[src/hw/rtl/lppd_pkg.sv]
// ---------------------------------------------------------------------------
// lppd_pkg - shared types and constants
// Result record, configuration record and character codes of the deframer.
// ---------------------------------------------------------------------------
package lppd_pkg;

  localparam int MAX_DIGITS_DEF  = 5;
  localparam int QUEUE_DEPTH_DEF = 4;

  localparam logic [15:0] LEN_LIMIT_RST = 16'hFFFE;
  localparam int          CFG_AW        = 3;

  localparam logic [7:0] CH_SPACE   = 8'h20;
  localparam logic [7:0] CH_NEWLINE = 8'h0A;
  localparam logic [7:0] CH_ZERO    = 8'h30;
  localparam logic [7:0] CH_NINE    = 8'h39;

  typedef enum logic [1:0] {
    KIND_DATA  = 2'd0,
    KIND_DONE  = 2'd1,
    KIND_ERROR = 2'd2,
    KIND_END   = 2'd3
  } kind_t;

  typedef enum logic [2:0] {
    ERR_EARLY_END = 3'd0,
    ERR_TYPE_ZERO = 3'd1,
    ERR_NO_SPACE  = 3'd2,
    ERR_NO_DIGITS = 3'd3,
    ERR_NON_DIGIT = 3'd4,
    ERR_TOO_LONG  = 3'd5,
    ERR_OVER_MAX  = 3'd6,
    ERR_NO_CLOSE  = 3'd7
  } err_t;

  // register index is paddr[2]
  typedef enum logic {
    REG_MAX_LENGTH = 1'b0,
    REG_END_OK     = 1'b1
  } reg_idx_t;

  typedef struct packed {
    kind_t       kind;
    logic [7:0]  ptype;
    logic [7:0]  data;
    logic [15:0] len;
    err_t        code;
  } result_t;

  typedef struct packed {
    logic [15:0] max_length;
    logic        end_ok;
  } cfg_t;

endpackage

[src/hw/rtl/lppd_parser.sv]
// ---------------------------------------------------------------------------
// lppd_parser - front end
// Classifies each accepted beat, walks the framing state and forms a result.
// ---------------------------------------------------------------------------
module lppd_parser #(
  parameter int MAX_DIGITS = lppd_pkg::MAX_DIGITS_DEF
) (
  input  logic             clk,
  input  logic             rst_n,
  input  logic             fire,
  input  logic [7:0]       byte_value,
  input  logic             stream_end,
  input  lppd_pkg::cfg_t   cfg,
  output logic             emit,
  output lppd_pkg::result_t res
);
  import lppd_pkg::*;

  localparam int DCW = $clog2(MAX_DIGITS + 1);

  typedef enum logic [4:0] {
    PH_TYPE    = 5'b00001,
    PH_SPACE   = 5'b00010,
    PH_DIGITS  = 5'b00100,
    PH_PAYLOAD = 5'b01000,
    PH_CLOSE   = 5'b10000
  } phase_t;

  phase_t           phase_r, phase_nxt;
  logic [7:0]       cur_type_r, cur_type_nxt;
  logic [15:0]      acc_r, acc_nxt;
  logic [DCW-1:0]   dcnt_r, dcnt_nxt;
  logic [15:0]      rem_r, rem_nxt;

  logic             fail;
  err_t             fail_code;
  logic             clear;
  logic             is_digit;
  logic [19:0]      acc_next;
  logic [15:0]      rem_dec;

  assign is_digit = (byte_value >= CH_ZERO) && (byte_value <= CH_NINE);
  // acc*10 + digit, wide enough for 65535*10+9
  assign acc_next = {1'b0, acc_r, 3'b000} + {3'b000, acc_r, 1'b0}
                  + {12'h000, byte_value - CH_ZERO};
  assign rem_dec  = (rem_r != 16'd0) ? rem_r - 16'd1 : rem_r;

  always_comb begin
    phase_nxt    = phase_r;
    cur_type_nxt = cur_type_r;
    acc_nxt      = acc_r;
    dcnt_nxt     = dcnt_r;
    rem_nxt      = rem_r;
    emit         = 1'b0;
    res          = '0;
    fail         = 1'b0;
    fail_code    = ERR_EARLY_END;
    clear        = 1'b0;

    if (fire) begin
      if (stream_end) begin
        if (phase_r == PH_TYPE && cfg.end_ok) begin
          emit     = 1'b1;
          res.kind = KIND_END;
          clear    = 1'b1;
        end else begin
          fail      = 1'b1;
          fail_code = ERR_EARLY_END;
        end
      end else begin
        case (phase_r)
          PH_TYPE: begin
            if (byte_value == 8'd0) begin
              fail      = 1'b1;
              fail_code = ERR_TYPE_ZERO;
            end else begin
              cur_type_nxt = byte_value;
              acc_nxt      = '0;
              dcnt_nxt     = '0;
              rem_nxt      = '0;
              phase_nxt    = PH_SPACE;
            end
          end
          PH_SPACE: begin
            if (byte_value != CH_SPACE) begin
              fail      = 1'b1;
              fail_code = ERR_NO_SPACE;
            end else begin
              phase_nxt = PH_DIGITS;
            end
          end
          PH_DIGITS: begin
            if (byte_value == CH_NEWLINE) begin
              if (dcnt_r == '0) begin
                fail      = 1'b1;
                fail_code = ERR_NO_DIGITS;
              end else begin
                rem_nxt   = acc_r;
                phase_nxt = (acc_r == 16'd0) ? PH_CLOSE : PH_PAYLOAD;
              end
            end else if (!is_digit) begin
              fail      = 1'b1;
              fail_code = ERR_NON_DIGIT;
            end else if (dcnt_r >= DCW'(MAX_DIGITS)) begin
              fail      = 1'b1;
              fail_code = ERR_TOO_LONG;
            end else if (acc_next > {4'h0, cfg.max_length}) begin
              fail      = 1'b1;
              fail_code = ERR_OVER_MAX;
            end else begin
              acc_nxt  = acc_next[15:0];
              dcnt_nxt = dcnt_r + DCW'(1);
            end
          end
          PH_PAYLOAD: begin
            rem_nxt = rem_dec;
            if (rem_dec == 16'd0) begin
              phase_nxt = PH_CLOSE;
            end
            emit      = 1'b1;
            res.kind  = KIND_DATA;
            res.ptype = cur_type_r;
            res.data  = byte_value;
          end
          PH_CLOSE: begin
            if (byte_value != CH_NEWLINE) begin
              fail      = 1'b1;
              fail_code = ERR_NO_CLOSE;
            end else begin
              emit      = 1'b1;
              res.kind  = KIND_DONE;
              res.ptype = cur_type_r;
              res.len   = acc_r;
              clear     = 1'b1;
            end
          end
          default: begin
            clear = 1'b1;
          end
        endcase
      end

      if (fail) begin
        emit      = 1'b1;
        res       = '0;
        res.kind  = KIND_ERROR;
        res.ptype = cur_type_r;
        res.code  = fail_code;
        clear     = 1'b1;
      end

      if (clear) begin
        phase_nxt    = PH_TYPE;
        cur_type_nxt = '0;
        acc_nxt      = '0;
        dcnt_nxt     = '0;
        rem_nxt      = '0;
      end
    end
  end

  always_ff @(posedge clk) begin
    if (!rst_n) begin
      phase_r    <= PH_TYPE;
      cur_type_r <= '0;
      acc_r      <= '0;
      dcnt_r     <= '0;
      rem_r      <= '0;
    end else begin
      phase_r    <= phase_nxt;
      cur_type_r <= cur_type_nxt;
      acc_r      <= acc_nxt;
      dcnt_r     <= dcnt_nxt;
      rem_r      <= rem_nxt;
    end
  end

  // payload phase always has bytes outstanding
  a_payload_rem: assert property (@(posedge clk) disable iff (!rst_n)
    phase_r == PH_PAYLOAD |-> rem_r != 16'd0)
    else $error("payload phase with nothing left");

  // type register is cleared between packets
  a_idle_type: assert property (@(posedge clk) disable iff (!rst_n)
    phase_r == PH_TYPE |-> cur_type_r == 8'd0)
    else $error("stale type while waiting for type byte");

  // remaining count never exceeds the declared length
  a_rem_le_len: assert property (@(posedge clk) disable iff (!rst_n)
    phase_r == PH_PAYLOAD |-> rem_r <= acc_r)
    else $error("remaining count above length");

endmodule

[src/hw/rtl/lppd_queue.sv]
// ---------------------------------------------------------------------------
// lppd_queue - result queue
// Small FIFO between parser and output stage; read data is registered.
// ---------------------------------------------------------------------------
module lppd_queue #(
  parameter int DEPTH = lppd_pkg::QUEUE_DEPTH_DEF
) (
  input  logic              clk,
  input  logic              rst_n,
  input  logic              push,
  input  lppd_pkg::result_t push_data,
  input  logic              pop,
  output lppd_pkg::result_t rd_data,
  output logic              full,
  output logic              empty
);
  import lppd_pkg::*;

  localparam int PW = (DEPTH > 1) ? $clog2(DEPTH) : 1;
  localparam int CW = $clog2(DEPTH + 1);

  result_t          mem [DEPTH];
  result_t          rd_data_r;
  logic [PW-1:0]    wr_ptr_r, wr_ptr_nxt;
  logic [PW-1:0]    rd_ptr_r, rd_ptr_nxt;
  logic [CW-1:0]    cnt_r, cnt_nxt;

  assign full    = (cnt_r == CW'(DEPTH));
  assign empty   = (cnt_r == '0);
  assign rd_data = rd_data_r;

  always_comb begin
    wr_ptr_nxt = wr_ptr_r;
    rd_ptr_nxt = rd_ptr_r;
    cnt_nxt    = cnt_r;
    if (push) begin
      wr_ptr_nxt = (wr_ptr_r == PW'(DEPTH - 1)) ? '0 : wr_ptr_r + PW'(1);
    end
    if (pop) begin
      rd_ptr_nxt = (rd_ptr_r == PW'(DEPTH - 1)) ? '0 : rd_ptr_r + PW'(1);
    end
    if (push && !pop) begin
      cnt_nxt = cnt_r + CW'(1);
    end else if (pop && !push) begin
      cnt_nxt = cnt_r - CW'(1);
    end
  end

  always_ff @(posedge clk) begin
    if (push) begin
      mem[wr_ptr_r] <= push_data;
    end
    if (pop) begin
      rd_data_r <= mem[rd_ptr_r];
    end
  end

  always_ff @(posedge clk) begin
    if (!rst_n) begin
      wr_ptr_r <= '0;
      rd_ptr_r <= '0;
      cnt_r    <= '0;
    end else begin
      wr_ptr_r <= wr_ptr_nxt;
      rd_ptr_r <= rd_ptr_nxt;
      cnt_r    <= cnt_nxt;
    end
  end

  a_no_overflow: assert property (@(posedge clk) disable iff (!rst_n)
    push |-> !full)
    else $error("push into full queue");

  a_no_underflow: assert property (@(posedge clk) disable iff (!rst_n)
    pop |-> !empty)
    else $error("pop from empty queue");

  a_cnt_range: assert property (@(posedge clk) disable iff (!rst_n)
    cnt_r <= CW'(DEPTH))
    else $error("queue count out of range");

endmodule

[src/hw/rtl/lppd_out.sv]
// ---------------------------------------------------------------------------
// lppd_out - back end
// Output stage: pulls results from the queue and holds them until taken.
// ---------------------------------------------------------------------------
module lppd_out (
  input  logic              clk,
  input  logic              rst_n,
  input  logic              q_empty,
  input  lppd_pkg::result_t q_data,
  output logic              q_pop,
  output logic              out_valid,
  input  logic              out_ready,
  output logic [1:0]        out_result_kind,
  output logic [7:0]        out_packet_type,
  output logic [7:0]        out_data_byte,
  output logic [15:0]       out_packet_length,
  output logic [2:0]        out_error_code
);
  import lppd_pkg::*;

  logic valid_r, valid_nxt;

  // refill whenever the held beat is absent or leaving
  assign q_pop = !q_empty && (!valid_r || out_ready);

  always_comb begin
    valid_nxt = valid_r;
    if (q_pop) begin
      valid_nxt = 1'b1;
    end else if (out_ready) begin
      valid_nxt = 1'b0;
    end
  end

  always_ff @(posedge clk) begin
    if (!rst_n) begin
      valid_r <= 1'b0;
    end else begin
      valid_r <= valid_nxt;
    end
  end

  assign out_valid         = valid_r;
  assign out_result_kind   = q_data.kind;
  assign out_packet_type   = q_data.ptype;
  assign out_data_byte     = q_data.data;
  assign out_packet_length = q_data.len;
  assign out_error_code    = q_data.code;

  a_hold_stall: assert property (@(posedge clk) disable iff (!rst_n)
    valid_r && !out_ready |=> valid_r && $stable(q_data))
    else $error("held beat changed under stall");

  a_pop_only_free: assert property (@(posedge clk) disable iff (!rst_n)
    q_pop |-> !valid_r || out_ready)
    else $error("pop would overwrite a held beat");

  a_fill: assert property (@(posedge clk) disable iff (!rst_n)
    !valid_r && !q_empty |=> valid_r)
    else $error("output stage failed to fill");

endmodule

[src/hw/rtl/length_prefixed_packet_deframer.sv]
// ---------------------------------------------------------------------------
// length_prefixed_packet_deframer - top level
// Parses "<type> <len>\n<payload>\n" frames out of a byte stream.
// ---------------------------------------------------------------------------
// Usage:
//  - Input channel (in_*): one beat is one stream byte, or an end-of-stream
//    marker when in_stream_end is high (in_byte_value is then ignored).
//  - Output channel (out_*): zero or one result beat per input beat:
//    a payload byte tagged with its type, a packet-done beat with type and
//    length, an error beat with a code, or a clean end of stream.
//  - Config (APB): max_length at 0x0, end_ok_at_boundary at 0x4. Decode
//    uses paddr[2] only. Write only while the block is idle.
//  - Throughput: one input beat per cycle while the queue has room. Each
//    byte needs just one state update in the parser, and the queue and
//    output stage each move one beat per cycle while out_ready is high.
//  - Path: a result is written into the queue by the parser and then read
//    out into the output register (parser -> queue write, queue read).
//  - Stall: while out_ready is low results collect in a QUEUE_DEPTH-entry
//    queue; in_ready drops only once that queue is full.
//  - Reset (rst_n, synchronous, active low): parser waits for a type byte,
//    queue and output stage empty, registers back to max_length 65534 and
//    end_ok_at_boundary 1. No clearing pass is needed.
// ---------------------------------------------------------------------------
module length_prefixed_packet_deframer #(
  parameter int MAX_DIGITS  = lppd_pkg::MAX_DIGITS_DEF,
  parameter int QUEUE_DEPTH = lppd_pkg::QUEUE_DEPTH_DEF
) (
  input  logic                        clk,
  input  logic                        rst_n,
  // input channel
  input  logic                        in_valid,
  output logic                        in_ready,
  input  logic [7:0]                  in_byte_value,
  input  logic                        in_stream_end,
  // result channel
  output logic                        out_valid,
  input  logic                        out_ready,
  output logic [1:0]                  out_result_kind,
  output logic [7:0]                  out_packet_type,
  output logic [7:0]                  out_data_byte,
  output logic [15:0]                 out_packet_length,
  output logic [2:0]                  out_error_code,
  // configuration port
  input  logic                        psel,
  input  logic                        penable,
  input  logic                        pwrite,
  input  logic [lppd_pkg::CFG_AW-1:0] paddr,
  input  logic [31:0]                 pwdata,
  output logic [31:0]                 prdata,
  output logic                        pready
);
  import lppd_pkg::*;

  cfg_t     cfg_r, cfg_nxt;
  logic     cfg_wr;
  reg_idx_t cfg_idx;

  logic     in_fire;
  logic     emit;
  result_t  res;
  logic     q_full;
  logic     q_empty;
  logic     q_pop;
  result_t  q_data;

  // --- configuration registers ---
  assign pready  = 1'b1;
  assign cfg_wr  = psel && penable && pwrite;
  assign cfg_idx = reg_idx_t'(paddr[2]);

  always_comb begin
    cfg_nxt = cfg_r;
    if (cfg_wr) begin
      case (cfg_idx)
        REG_MAX_LENGTH: cfg_nxt.max_length = pwdata[15:0];
        REG_END_OK:     cfg_nxt.end_ok     = pwdata[0];
        default:        cfg_nxt            = cfg_r;
      endcase
    end
  end

  always_comb begin
    case (cfg_idx)
      REG_MAX_LENGTH: prdata = {16'h0000, cfg_r.max_length};
      REG_END_OK:     prdata = {31'h0, cfg_r.end_ok};
      default:        prdata = '0;
    endcase
  end

  always_ff @(posedge clk) begin
    if (!rst_n) begin
      cfg_r.max_length <= LEN_LIMIT_RST;
      cfg_r.end_ok     <= 1'b1;
    end else begin
      cfg_r <= cfg_nxt;
    end
  end

  // --- front: accept and parse ---
  // a beat is taken whenever the queue has room, whether it yields a result
  assign in_ready = !q_full;
  assign in_fire  = in_valid && in_ready;

  lppd_parser #(
    .MAX_DIGITS (MAX_DIGITS)
  ) u_parser (
    .clk        (clk),
    .rst_n      (rst_n),
    .fire       (in_fire),
    .byte_value (in_byte_value),
    .stream_end (in_stream_end),
    .cfg        (cfg_r),
    .emit       (emit),
    .res        (res)
  );

  // --- queue between front and back ---
  lppd_queue #(
    .DEPTH (QUEUE_DEPTH)
  ) u_queue (
    .clk       (clk),
    .rst_n     (rst_n),
    .push      (emit),
    .push_data (res),
    .pop       (q_pop),
    .rd_data   (q_data),
    .full      (q_full),
    .empty     (q_empty)
  );

  // --- back: output register ---
  lppd_out u_out (
    .clk               (clk),
    .rst_n             (rst_n),
    .q_empty           (q_empty),
    .q_data            (q_data),
    .q_pop             (q_pop),
    .out_valid         (out_valid),
    .out_ready         (out_ready),
    .out_result_kind   (out_result_kind),
    .out_packet_type   (out_packet_type),
    .out_data_byte     (out_data_byte),
    .out_packet_length (out_packet_length),
    .out_error_code    (out_error_code)
  );

  // a result is formed only from an input beat that was taken
  a_push_on_fire: assert property (@(posedge clk) disable iff (!rst_n)
    emit |-> in_fire)
    else $error("result formed without an input beat");

  // end of stream inside a packet or with end not allowed is an error beat
  a_end_kind: assert property (@(posedge clk) disable iff (!rst_n)
    emit && in_stream_end |-> res.kind == KIND_END || res.kind == KIND_ERROR)
    else $error("bad result for end of stream");

  // config only moves on an APB write
  a_cfg_stable: assert property (@(posedge clk) disable iff (!rst_n)
    !cfg_wr |=> $stable(cfg_r))
    else $error("config changed without a write");

endmodule
[config.mk]
export PLATFORM = sky130hd
export DESIGN_NAME = length_prefixed_packet_deframer
export DESIGN_NICKNAME = d
export VERILOG_FILES = /design/src/hw/rtl/lppd_pkg.sv /design/src/hw/rtl/lppd_parser.sv /design/src/hw/rtl/lppd_queue.sv /design/src/hw/rtl/lppd_out.sv /design/src/hw/rtl/length_prefixed_packet_deframer.sv
export SDC_FILE = /design/constraint.sdc
export NUM_CORES = 1
export LEC_CHECK = 0
export ABC_AREA = 1
export BUFFER_PORTS_ARGS = -buffer_cell sky130_fd_sc_hd__buf_4
export CORE_ASPECT_RATIO = 0.75
export CORE_MARGIN = 1
export CORE_UTILIZATION = 54
export DETAILED_ROUTE_END_ITERATION = 8
export HOLD_SLACK_MARGIN = 0.02
export PLACE_DENSITY = 0.79
export SLEW_MARGIN = 20
export SYNTH_ARGS = -nofsm -noshare
export SYNTH_HDL_FRONTEND = slang
export SYNTH_SLANG_ARGS = --single-unit
[constraint.sdc]
create_clock -name clk -period 5.9 [get_ports clk]
set_clock_uncertainty 0.05 [all_clocks]
set_input_delay 0.295 -clock clk [delete_from_list [all_inputs] [get_ports clk]]
set_output_delay 0.295 -clock clk [all_outputs]
set_load 0.05 [all_outputs]
==> flow_metrics.py <==
metrics = {
    "synthesis": {
        "syn_inst": 1418,
        "synth_cell_types": 47,
        "syn_area_per_cell_um2": 9.144,
        "async_flop_share_pct": 0,
        "synth_largest_area_cell": "edfxtp_1",
        "ys_top_cells_by_area": "edfxtp_1, dfxtp_1, nor2_1, nand2_1, ha_1",
        "ys_ff_latch": 258,
        "synth.most_common_cell": "nor2_1",
        "synth_edf_count": 185,
        "ys_seq_area_share_pct": 54.12,
        "synthTopCellsByCount": "nor2_1, nand2_1, edfxtp_1, inv_1, o21ai_0",
        "ys.warnings.count": 0,
        "synthesis.area_um2": 12970,
        "synth_ff_type": "edfxtp_1",
        "synth_top_area_share_pct": 42.84,
    },
    "floorplanning": {
        "die_h_um": 136.2,
        "ioPinCount": 123,
        "placeableCoreArea_um2": 23300,
        "initial_core_util_pct": 55.64,
        "die_area_um2": 24640,
        "die_w_um": 180.9,
        "std_cell_rows": 48,
    },
    "routing": {
        "vias_per_cell": 5.579,
        "drc": 0,
        "vias": 10204,
        "drt_pre_antenna_iters": 6,
        "wl_um": 31110,
        "wl_per_cell_um": 17.01,
        "drtAntennaViolNets": 0,
        "drt_iter0_markers": 997,
    },
    "worst_hold_path": {
        "worstHoldEndpoint": "u_parser.cur_type_r[6]",
        "worstHoldStart": "in_byte_value[6]",
        "hold_path.class": "in2reg",
        "hold_depth": 3,
    },
    "placed_design": {
        "port_buffers": 87,
        "dp_slack_ns": 0.3389,
        "routabilityCongestion": 0.9845,
        "dp.cells": 1764,
        "postPlaceCellArea_um2": 13910,
        "hpwlAfterDp_um": 21140,
    },
    "finish": {
        "final_area_um2": 14910,
        "fin_nets": 1624,
        "utilization_pct": 63.99,
        "stdcell_count": 1829,
        "diodes": 0,
        "drive_above_1_share_pct": 11.90,
        "syn2layout_area_growth_pct": 15.01,
    },
    "clock_tree": {
        "cts-root-buf": "clkbuf_16",
        "cts_tree": "done",
        "post_cts_buffers": 0,
        "worst_skew_pair.late_latency_ns": 0.53,
        "cts.path.max_buffers": 3,
        "cts.sinks": 258,
        "htree_levels": 1,
        "cts_buffers": 26,
        "clk_pin_slew_ns": 0.06,
    },
    "sta": {
        "whs_ns": 0.05784,
        "rsz0062_at_grt": "false",
        "finalHoldViolations": 0,
        "drv_slew": 0,
        "fin_crit_ns": 5.458,
        "max_freq_ghz": 0.1832,
        "tightest_slew_ns": 0.9753,
        "period_share_pct": 92.51,
        "slew-limit-headroom_pct": 34.91,
        "finalSetupTns_ns": 0,
        "setup_ws_ns": 0.4419,
        "setup-violations-final": 0,
    },
    "setup_path": {
        "crit_slowest_cell": "dlygate4sd3_1",
        "slowest_delay_ns": 0.54,
        "worstSetupEndpointType": "flip-flop",
        "crit_fanout": 4,
        "crit_type": "in2reg",
        "arrival_ns": 5.82,
        "crit_family": "adder cells",
        "critPathRequiredTime_ns": 6.27,
        "r2r_setup_slack_ns": 0.63,
        "crit_path_frequent_cell": "inv_1",
        "r2r-end": "u_queue.cnt_r[1]",
        "worstRegToRegCells": 27,
        "crit_path_start_kind": "input pin",
        "crit_buf_inv": 8,
        "worstReg2RegStart": "u_parser.acc_r[1]",
    },
    "global_routing": {
        "met2_usage_pct": 38.27,
        "grt_max_degree": 78,
        "globalRouteMet1Util_pct": 36.48,
        "use_met3_pct": 3.590,
        "grt_util_all_layers_pct": 24.80,
        "grt_pass1_wl_um": 47920,
        "gr-max-usage-layer": "met2",
        "antenna_found_initial": 0,
        "grt_pass1_vias": 9313,
        "grt-ovfl-total": 0,
    },
    "power": {
        "p_leak_nw": 6.206,
        "finalPower_mw": 7.040,
        "p_per_area_nw_per_um2": 472.1,
        "irDropWorstVdd_mv": 0.2932,
    },
    "flow_run": {
        "drv_cap": 0,
    },
    "run_status": {
        "status": "finished clean",
    },
}
## worst max path at each step
stage / slack (ns) / cells past startpoint / endpoint / startpoint
finish: 0.44 / 30 / u_queue.cnt_r[1] / in_byte_value[7]
global route: 0.12 / 32 / u_queue.cnt_r[2] / in_byte_value[7]
CTS: 0.54 / 30 / u_queue.cnt_r[1] / in_byte_value[7]
detailed placement: 0.34 / 29 / u_queue.cnt_r[1] / in_byte_value[4]
global placement: 0.44 / 29 / u_queue.cnt_r[1] / in_byte_value[4]
floorplan: 0.36 / 26 / u_queue.mem[0][0] / in_byte_value[4]
## power breakdown
group / internal (mW) / total [mW] / switching (mW)
registers: 2.33 / 2.47 / 0.138
logic: 0.880 / 2.98 / 2.10
clock network: 0.904 / 1.59 / 0.688
total: 4.11 / 7.04 / 2.93
## area by class of cell
cell class / instances / area [um^2]
sequential: 258 / 7018
tap: 300 / 375.4
clock inverter: 17 / 153.9
multi-input combinational: 945 / 5106
timing repair buffer: 120 / 993.5
inverter: 158 / 595.6
fill: 1825 / 8391
clock buffer: 31 / 669.4
## worst register-to-register path, cell delays in order (launching register included)
cell	delay, ns
dfxtp_1	0.37
inv_1	0.15
fa_1	0.53
inv_1	0.04
ha_1	0.37
nand2_1	0.12
nand3_2	0.10
nand2_1	0.08
nand2_1	0.10
a31o_2	0.22
xnor2_1	0.31
inv_1	0.08
ha_1	0.29
a21oi_1	0.17
nor2_1	0.06
a211oi_1	0.22
nand2_1	0.08
nand2_1	0.10
nand4_1	0.20
nand2_2	0.18
nand3_4	0.13
o21ai_2	0.22
inv_1	0.07
ha_1	0.19
inv_1	0.10
fa_1	0.42
o21ai_0	0.15
a21oi_1	0.06
## layer usage
layer | share of wire (%) | wire, um
met3 | 7.7 | 2388
met5 | 0 | 0
met1 | 46 | 14330
met2 | 44 | 13630
met4 | 2.4 | 760
## flip-flops by register name, summed over array words and instances (netlist names)
signal / count
u_queue.mem: 148
u_parser.rem_r: 16
u_parser.acc_r: 16
cfg_r: 17
u_parser.phase_r: 5
u_queue.rd_data: 37
u_queue.wr_ptr_r: 2
u_queue.cnt_r: 3
u_parser.dcnt_r: 3
u_parser.cur_type_r: 8
u_out.out_valid: 1
u_queue.rd_ptr_r: 2
## cell usage in the layout, fill, tap and decap left out, types with 7 or more instances in the layout
master and instances:
a21oi_1 74, buf_4 99, clkbuf_16 26, clkinv_1 8, conb_1 17, dfxtp_1 72, dlygate4sd3_1 17, edfxtp_1 185
fa_1 7, ha_1 57, inv_1 150, nand2_1 225, nand3_1 63, nand4_1 29, nor2_1 223, nor2_4 7
nor3_1 10, o21ai_0 106, o22ai_1 51, xnor2_1 8, xor2_1 13
## cells by family after synthesis
logic type	count (synthesis)	share of synthesized area, %
compound gates	251	10.61
xor+xnor	21	1.419
fa+ha+maj	64	6.581
buf+inv	230	7.343
flops	258	54.12
other cells	2	0.05792
simple gates	592	19.87
## timing repair
item,CTS,global route
resized for setup,0,0
endpoints found under the hold margin,18,0
hold buffers,17,0
setup endpoints to repair,0,0
Power figures use the tool's default switching activity.
